--- config.mk ---
export PLATFORM = sky130hd
export DESIGN_NAME = armt_cell
export DESIGN_NICKNAME = d
export VERILOG_FILES = /design/src/rtl/address_range_match_table_core_macros.svh /design/src/rtl/armt_pkg.sv /design/src/rtl/armt_cell.sv
export SDC_FILE = /design/constraint.sdc
export NUM_CORES = 1
export LEC_CHECK = 0
export ABC_AREA = 1
export BUFFER_PORTS_ARGS = -buffer_cell sky130_fd_sc_hd__clkbuf_2
export CAP_MARGIN = 20
export CORE_AREA = 4 4 254 256
export CTS_CLUSTER_DIAMETER = 100
export DETAILED_ROUTE_END_ITERATION = 12
export DIE_AREA = 0 0 258 260
export GPL_TIMING_DRIVEN = 0
export PLACE_DENSITY = 0.65
export SYNTH_ARGS = -nofsm -noshare
export SYNTH_HDL_FRONTEND = slang
export SYNTH_SLANG_ARGS = --single-unit
--- constraint.sdc ---
create_clock -name clk -period 13.35 [get_ports clk]
set_input_delay 1.335 -clock clk [delete_from_list [all_inputs] [get_ports clk]]
set_output_delay 1.335 -clock clk [all_outputs]
set_load 0.01 [all_outputs]
--- src/rtl/address_range_match_table_core_macros.svh ---
// Assertion macros used by the range table core RTL.
`ifndef ADDRESS_RANGE_MATCH_TABLE_CORE_MACROS_SVH
`define ADDRESS_RANGE_MATCH_TABLE_CORE_MACROS_SVH

// Same-cycle implication, masked during reset.
`define ARMT_ASSERT_NOW(label, clk, rst_n, cond, conseq, msg) \
    label: assert property (@(posedge clk) disable iff (!rst_n) (cond) |-> (conseq)) \
        else $error(msg);

// Next-cycle implication, masked during reset.
`define ARMT_ASSERT_NEXT(label, clk, rst_n, cond, conseq, msg) \
    label: assert property (@(posedge clk) disable iff (!rst_n) (cond) |=> (conseq)) \
        else $error(msg);

`endif

--- src/rtl/armt_pkg.sv ---
package armt_pkg;

    localparam int ARMT_ENTRIES = 16;
    localparam int ADDR_W       = 64;

    typedef enum logic [1:0] {
        CMD_LOOKUP = 2'd0,
        CMD_INSERT = 2'd1,
        CMD_CLEAR  = 2'd2,
        CMD_NOP    = 2'd3
    } cmd_t;

    typedef enum logic [1:0] {
        STAT_OK      = 2'd0,
        STAT_OVERLAP = 2'd1,
        STAT_FULL    = 2'd2,
        STAT_EMPTY   = 2'd3
    } status_t;

    typedef enum logic {
        S_IDLE,
        S_SWEEP
    } state_t;

    // Command word as seen by every cell while a sweep runs.
    typedef struct packed {
        cmd_t              cmd;
        logic [ADDR_W-1:0] addr;
        logic [ADDR_W-1:0] rng_start;
        logic [ADDR_W-1:0] rng_end;
        logic [ADDR_W-1:0] benefit;
    } bcast_t;

    // Running result handed from cell to cell.
    typedef struct packed {
        logic              valid;
        logic              hit;
        logic              overlap;
        logic              free_found;
        logic [ADDR_W-1:0] benefit;
        logic [ADDR_W-1:0] rng_start;
        logic [ADDR_W-1:0] rng_end;
    } acc_t;

    typedef struct packed {
        logic ins;
        logic clr;
    } commit_t;

endpackage

--- src/rtl/armt_cell.sv ---
module armt_cell (
    input  logic             clk,
    input  logic             rst_n,
    input  armt_pkg::bcast_t bc,
    input  armt_pkg::acc_t   acc_in,
    input  armt_pkg::commit_t commit,
    output armt_pkg::acc_t   acc_out
);
    import armt_pkg::*;

    logic              valid_reg;
    logic [ADDR_W-1:0] start_reg;
    logic [ADDR_W-1:0] end_reg;
    logic [ADDR_W-1:0] benefit_reg;
    logic              first_free_reg;
    acc_t              acc_reg;
    acc_t              acc_next;
    logic              match;
    logic              ovl;
    logic              take_slot;

    assign match = valid_reg && (start_reg <= bc.addr) && (bc.addr < end_reg);
    assign ovl   = valid_reg &&
                   (((bc.rng_start <= start_reg) && (start_reg < bc.rng_end)) ||
                    ((start_reg <= bc.rng_start) && (bc.rng_start < end_reg)));

    always_comb
    begin
        acc_next = acc_in;
        if (acc_in.valid)
        begin
            // keep the lowest matching entry
            if ((bc.cmd == CMD_LOOKUP) && match && !acc_in.hit)
            begin
                acc_next.hit       = 1'b1;
                acc_next.benefit   = benefit_reg;
                acc_next.rng_start = start_reg;
                acc_next.rng_end   = end_reg;
            end
            acc_next.overlap    = acc_in.overlap | ovl;
            acc_next.free_found = acc_in.free_found | !valid_reg;
        end
    end

    assign take_slot = commit.ins && first_free_reg;

    always_ff @(posedge clk or negedge rst_n)
    begin
        if (!rst_n)
        begin
            acc_reg        <= '0;
            valid_reg      <= 1'b0;
            first_free_reg <= 1'b0;
        end
        else
        begin
            acc_reg <= acc_next;
            if (acc_in.valid)
                first_free_reg <= !valid_reg && !acc_in.free_found;
            if (commit.clr)
                valid_reg <= 1'b0;
            else if (take_slot)
                valid_reg <= 1'b1;
        end
    end

    always_ff @(posedge clk)
    begin
        if (take_slot)
        begin
            start_reg   <= bc.rng_start;
            end_reg     <= bc.rng_end;
            benefit_reg <= bc.benefit;
        end
    end

    assign acc_out = acc_reg;

endmodule

==> impl_metrics.yaml <==
power_and_ir_drop:
  pwr-share-clk: 0.414
  power_density_nw_per_um2: 112.0
  power.total_mw: 3.121
  p_int_mw: 2.282
  ir_worst_vdd_mv: 0.08298
  swShare: 0.2690
  p_comb_frac: 0.147
  switching_power_mw: 0.8396
  power_frac_seq: 0.439
  p_leak_nw: 14.81
synth:
  yosysMostFrequentCell: "nand2_1"
  synthArstFlopShare: 0.5077
  synth_top_area_cell: "edfxtp_1"
  ys_top_cells_by_area: "edfxtp_1 26%, dfrtp_1 23%, ha_1 18%"
  ys_seq_area_frac: 0.4899
  yosys_warnings: 0
  syn_area_um2: 21880
  synth_fp_nets: 3102
  synth_edf_count: 192
  ys.flop_type: "dfrtp_1"
  synth_area_per_cell_um2: 9.404
  yosys.area.top_type_share: 0.2635
  synth_cell_types: 33
  synth_commonest_cells: "663 x nand2_1, 317 x ha_1, 310 x inv_1"
  netlist_instances: 2327
  ys_ff_latch: 390
floorplan:
  core_um2: 62500
  die_h_um: 260
  die_w_um: 258
  num_rows: 92
  initial_core_util: 0.3501
  num_io_pins: 654
  dieArea_um2: 67080
place:
  dp_hpwl_mm: 63.77
  gp_congestion: 0.9066
  io_buffers: 653
  place_ws_ns: 8.442
worst_setup_path:
  reg2reg_setup_slack_ns: 9.69
  end_kind: "flip-flop"
  path_cells: "clkbuf_2, ha_1, nand2_1, inv_1, o21ai_1, nand2_1, nand2_1, o211ai_1, a21oi_1, nand2_1, a21oi_2, buf_2, buf_2, nand4_1, nand2_1"
  crit_arrival_ns: 4.56
  cp.required_ns: 13.85
  start_kind: "primary input"
  worstSetupPathType: "in2reg"
  cpMostUsedCell: "nand2_1"
  slowest_delay_ns: 0.55
  slowest_stage: "a21oi_2"
  critPathMaxFanout: 10
grt:
  grt_start_max_net_pins: 109
  track_usage: 0.2242
  grt_pass1_vias: 18695
  antenna_found_initial: 16
  grt_overflow: 0
  grt_pass1_wl_mm: 113.8
clock_network:
  insertion_delay_ns: 0.58
  clock-sinks: 390
  cts_setup_buffers: 0
  cts_tree: "done"
  path_clk_slew_ns: 0.06
  cts_max_level: 2
  cts_max_path_buffers: 3
  root_buffer: "clkbuf_16"
  hold_buffers: 0
  cts_resized: 0
  cts_buffers: 45
timing:
  final_max_slew_viol_count: 0
  setup_tns_ns: 0
  finalCriticalPeriod_ns: 4.055
  worst_pin_slew_ns: 0.8759
  finClkSkew_ns: 0.02451
  postLayoutSetupSlackWorst_ns: 9.295
  slew_headroom: 0.4161
  min_period_over_period: 0.3037
  clock.fmax_mhz: 246.6
  hold_viol: 0
  rsz0062_at_grt: "no"
  finalSetupViolations: 0
route:
  wl_mm: 77.80
  post_drt_wl_per_cell_um: 19.84
  drt_iter0_drc: 1287
  drc_errors: 0
  dr_total_vias: 18954
  firstDrtPassIters: 6
  ant_nets: 0
  avgViaCountPerCell: 4.833
hold_path:
  hold_class: "reg2reg"
final_layout:
  largest_register_ff_count: 196
  n_fill_cell: 6086
  area_delta_synth_final_pct: 27.31
  layout-drive-gt1-share: 0.2589
  finalNetCount: 3805
run:
  cap_violations: 0
run_status:
  outcome: "finished clean"
final cells by class:
class                           count  area, µm²  area share
Buffer                             84      446.7     0.01603
Multi-Input combinational cell   1543       9553      0.3429
Clock inverter                     27      321.6     0.01154
Antenna cell                        9      22.52   0.0008084
Clock buffer                       57       1222     0.04388
Inverter                          310       1171     0.04204
Tap cell                          846       1059     0.03800
Timing Repair Buffer              656       3343      0.1200
Sequential cell                   390      10720      0.3848
cells in the final DEF, fill, tap and decap left out, drive strengths merged, types with 28 or more instances in the layout:
master,n
clkbuf,733
nand2,663
ha,317
inv,312
nand4,212
dfrtp,198
edfxtp,192
a21oi,153
nor2,72
buf,64
o21ai,44
nand3,28
worst max-delay path, delay by kind of cell:
family | cells | cell delay (ns)
AOI/OAI and AO/OA | 4 | 0.99
buffers and inverters | 4 | 0.98
and+or+nand+nor | 6 | 0.91
adders and majority gates | 1 | 0.31
routing by layer:
metal / track usage / up-vias / share of wire
li1: - / 9333 / -
met1: 0.2848 / 8868 / 0.42
met2: 0.3837 / 639 / 0.48
met3: 0.05210 / 106 / 0.073
met4: 0.06420 / 8 / 0.027
met5: 0 / - / 0.00080
cells by family after synthesis:
kind of cell | Yosys count | share of synthesized area
fa+ha+maj | 317 | 0.1812
flops | 390 | 0.4899
simple gates | 1003 | 0.2013
buf+inv | 394 | 0.07359
compound gates | 223 | 0.05397
final timing paths:
check / from / endpoint / cells after the start
min reg2reg: benefit_reg[8] / acc_out[136] / 2
min: benefit_reg[8] / acc_out[136] / 2
max reg2reg: end_reg[3] / acc_out[106] / 15
max: bc[217] / acc_out[106] / 15
min in group asynchronous: rst_n / acc_out[59] / 1
max in group asynchronous: rst_n / acc_out[75] / 2
stage by stage:
step / utilization / hold WS (ns) / area (µm²) / instances
2_1_floorplan: - / 0.4774 / 21880 / 2327
3_3_place_gp: 0.4193 / 0.4829 / 26210 / 3826
3_5_place_dp: 0.4207 / 0.4870 / 26290 / 3829
4_1_cts: 0.4454 / 0.5002 / 27840 / 3913
5_1_grt: 0.4456 / 0.5182 / 27850 / 3918
6_report: 0.4457 / 0.4970 / 27860 / 3922
power groups by stage:
| stage | Sequential [mW] | Clock, mW | Combinational (mW) |
|---|---|---|---|
| after floorplan | 1.40 | 0 | 0.225 |
| after global placement | 1.40 | 0 | 0.447 |
| after detailed placement | 1.39 | 0 | 0.460 |
| after CTS | 1.37 | 1.33 | 0.463 |
| after global routing | 1.37 | 1.38 | 0.525 |
| final | 1.37 | 1.29 | 0.459 |
No activity file was read; power rests on OpenSTA's default activity.
